===== src/sv/rac_pkg.sv =====
`timescale 1ns / 1ps
// Shared types, constants and sequencer states of the region access checker.
package rac_pkg;

  localparam int unsigned RegionSlots = 256;
  localparam int unsigned IdxW = (RegionSlots > 1) ? $clog2(RegionSlots) : 1;
  localparam int unsigned CntW = $clog2(RegionSlots + 1);
  localparam logic [CntW-1:0] SlotsLimit = CntW'(RegionSlots);

  localparam logic [15:0] DomainMaskReset = 16'hDFBF;

  localparam logic [1:0] ModeAdd   = 2'd0;
  localparam logic [1:0] ModeCheck = 2'd1;
  localparam logic [1:0] ModeClear = 2'd2;

  localparam logic RegDomainMask = 1'b0;

  typedef enum logic [2:0] {
    StIdle,
    StAdd,
    StScan,
    StHit,
    StClear,
    StFinish
  } rac_state_e;

  typedef struct packed {
    logic [3:0]  perms;
    logic [63:0] length;
    logic [63:0] base;
  } region_entry_t;

  typedef struct packed {
    logic [63:0] stamp;
    logic [31:0] hits;
  } region_stat_t;

endpackage


===== src/sv/rac_range_unit.sv =====
`timescale 1ns / 1ps
// Shared range compare unit: tests whether an address lies inside one region.
module rac_range_unit (
  input  logic [63:0]           address_i,
  input  rac_pkg::region_entry_t entry_i,
  output logic                  match_o
);

  logic [64:0] diff;

  // The borrow out of the 65-bit difference flags an address below the base.
  assign diff    = {1'b0, address_i} - {1'b0, entry_i.base};
  assign match_o = !diff[64] && (diff[63:0] < entry_i.length);

endmodule


===== config.mk =====
export PLATFORM = sky130hd
export DESIGN_NAME = rac_range_unit
export DESIGN_NICKNAME = d
export VERILOG_FILES = /design/src/sv/rac_pkg.sv /design/src/sv/rac_range_unit.sv
export SDC_FILE = /design/constraint.sdc
export NUM_CORES = 1
export LEC_CHECK = 0
export BUFFER_PORTS_ARGS = -buffer_cell sky130_fd_sc_hd__buf_2
export CAP_MARGIN = 20
export CORE_ASPECT_RATIO = 1.1
export CORE_MARGIN = 8
export CORE_UTILIZATION = 55
export DETAILED_ROUTE_END_ITERATION = 10
export PLACE_DENSITY = 0.95
export SLEW_MARGIN = 20
export SYNTH_ARGS = -nofsm -noshare
export SYNTH_HDL_FRONTEND = slang
export SYNTH_SLANG_ARGS = --single-unit

===== constraint.sdc =====
create_clock -name vclk -period 13.9
set_input_delay 2.78 -clock vclk [all_inputs]
set_output_delay 2.78 -clock vclk [all_outputs]
set_load 0.01 [all_outputs]

==> metrics.cfg <==
[timing]
worstMarginPinSlew_ps = 732
timing.hold.ws_ps = 6180
drv_slew = 0
fin_tns_setup_ps = 0
period_share_pct = 76.8
max_freq_ghz = 0.0937
relSlewSlack_pct = 50.8
rsz0062_at_grt = false
hold_viol = 0
setup_slack_ps = 3230
fin_crit_ps = 10670
setup_viol_count_final = 0

[worst_hold_path]
holdCritStartpoint = address_i[63]
holdPathStages = 5
min_to = match_o
hold_path_class = input pin to output pin

[worst_setup_path]
path_common_cell = o21ai_0
max_stage_delay_ps = 400
cp.arrival_ps = 7890
cp_max_fo = 3
critPathKind = input pin to output pin
endpoint_kind = output pin
path_delay_family = compound AO/OA/AOI/OAI gates
startpoint_type = input pin
cpMaxStageDelayCell = fa_1
cp.required_ps = 11120
cp_num_buf_inv = 4

[synth]
synth.distinct_cells = 52
synthesis.nets = 1141
synth.avg_cell_area_um2 = 6.66
ys_seq_area_share_pct = 0
synthesis.area_um2 = 5440
yosys-top-cells-count = 149 x inv_1, 127 x ha_1, 89 x a21oi_1, 52 x a21o_1, 51 x o21ai_0
postSynthCellCount = 817
netlist.area_leader.share_pct = 29.2
synth_area_leaders = ha_1 29%, inv_1 10%, a21oi_1 8.2%, a21o_1 7.2%, xnor2_1 6.8%
synth_top_area_cell = ha_1
yosysMostFrequentCell = inv_1
yosysWarningCount = 0

[floorplan]
die_height_um = 120
die_w_um = 111
rows = 38
core_um2 = 9750
io_pins = 197
dieArea_um2 = 13300
initial_core_util_pct = 55.8

[clock_network]
post_cts_buffers = 0
cts_hold_buffers = 0
ctsResizeCount = 0

[place]
place_ws_ps = 3350
port_buffers = 193
gp_congestion = 0.967
dp_hpwl_um = 14600

[drt]
drc_errors = 0
drt-initial-drc-count = 366
drt-met1-wl_um = 6980
dr_wl_met2_um = 8020
top_layer = met4
drt-wirelength-per-cell_um = 14.8
drt-total-wl_um = 16300
dr.pass1.iters = 5
postRouteAntennaNets = 0
viasPerCell = 5.73
dr_wl_met3_um = 944
vias = 6339

[finish]
area_growth_pct = 18.8
clock_buffers = 0
drive_above_1_share_pct = 20.6
ff_latch_area_um2 = 0
multiInputGateArea_um2 = 4780
insertedDiodeCount = 0
n_fill_cell = 901
seq_cells = 0
fin_nets = 1312

[pwr]
ir_drop_uv = 25.7
p_leak_nw = 3.78
cellPowerDensity_nw_per_um2 = 48.9

[global_route]
grt_max_degree = 10
grt_pass1_vias = 6175
antenna_found_initial = 0
grt_pass1_wl_um = 26600
grt_usage_pct = 22.4
overflow = 0

[job]
max-cap-violations = 0

[outcome]
outcome = finished, final reports clean

-- cells in the final DEF, fill, tap and decap left out, types with 7 or more instances in the layout --
master,synthesis,routed
xnor2_1,42,42
buf_2,3,193
a211oi_1,11,11
o211ai_1,7,7
nor3_1,9,9
nand2b_1,8,8
xor2_1,20,20
inv_1,149,149
nand3_1,16,16
ha_1,127,127
nor2_1,47,47
o21bai_1,15,15
a21oi_1,89,89
a21o_1,52,52
nand2_1,48,48
nand4_1,33,33
o21ai_0,51,51
-- per-layer routing --
metal | global-route usage, % | vias to the layer above
li1 | - | 3220
met1 | 26.7 | 2817
met2 | 41.9 | 262
met3 | 1.98 | 40
met4 | 5.49 | 0
met5 | 0 | -
-- area by class of cell --
cell class | instances | area share [%]
Inverter | 149 | 8.66
Multi-Input combinational cell | 644 | 74.1
Tap cell | 120 | 2.32
Timing Repair Buffer | 193 | 15.0
-- power by group --
| group | internal (mW) | switching [mW] |
|---|---|---|
| sequential | 0 | 0 |
| combinational | 0.145 | 0.171 |
| clock | 0 | 0 |
| total | 0.145 | 0.171 |
-- worst max-delay path by stage --
stage | from | end | slack [ps] | cells past startpoint
floorplan | address_i[0] | match_o | 4330 | 24
global placement | address_i[0] | match_o | 3410 | 26
detailed placement | address_i[0] | match_o | 3350 | 26
CTS | address_i[0] | match_o | 3320 | 26
global route | address_i[0] | match_o | 2950 | 26
finish | address_i[0] | match_o | 3230 | 26
-- through the flow --
step | util, % | power (mW) | instances | area [um2]
finish | 66.3 | 0.316 | 1106 | 6460
global route | 66.3 | 0.355 | 1106 | 6460
detailed placement | 66.3 | 0.312 | 1106 | 6460
floorplan | - | 0.230 | 817 | 5440
global placement | 66.3 | 0.303 | 1106 | 6460
CTS | 66.3 | 0.314 | 1106 | 6460
-- cells by family (layout without fill, tap and decap cells) --
group / Yosys count / count (layout) / synth area share, %
AO/OA/AOI/OAI: 272 / 272 / 32.3
adder cells (fa/ha/maj): 128 / 128 / 29.6
XOR/XNOR: 62 / 62 / 9.99
buffers and inverters: 173 / 342 / 12.0
AND/OR/NAND/NOR: 182 / 182 / 16.2
(Power assumes the default switching activity.)
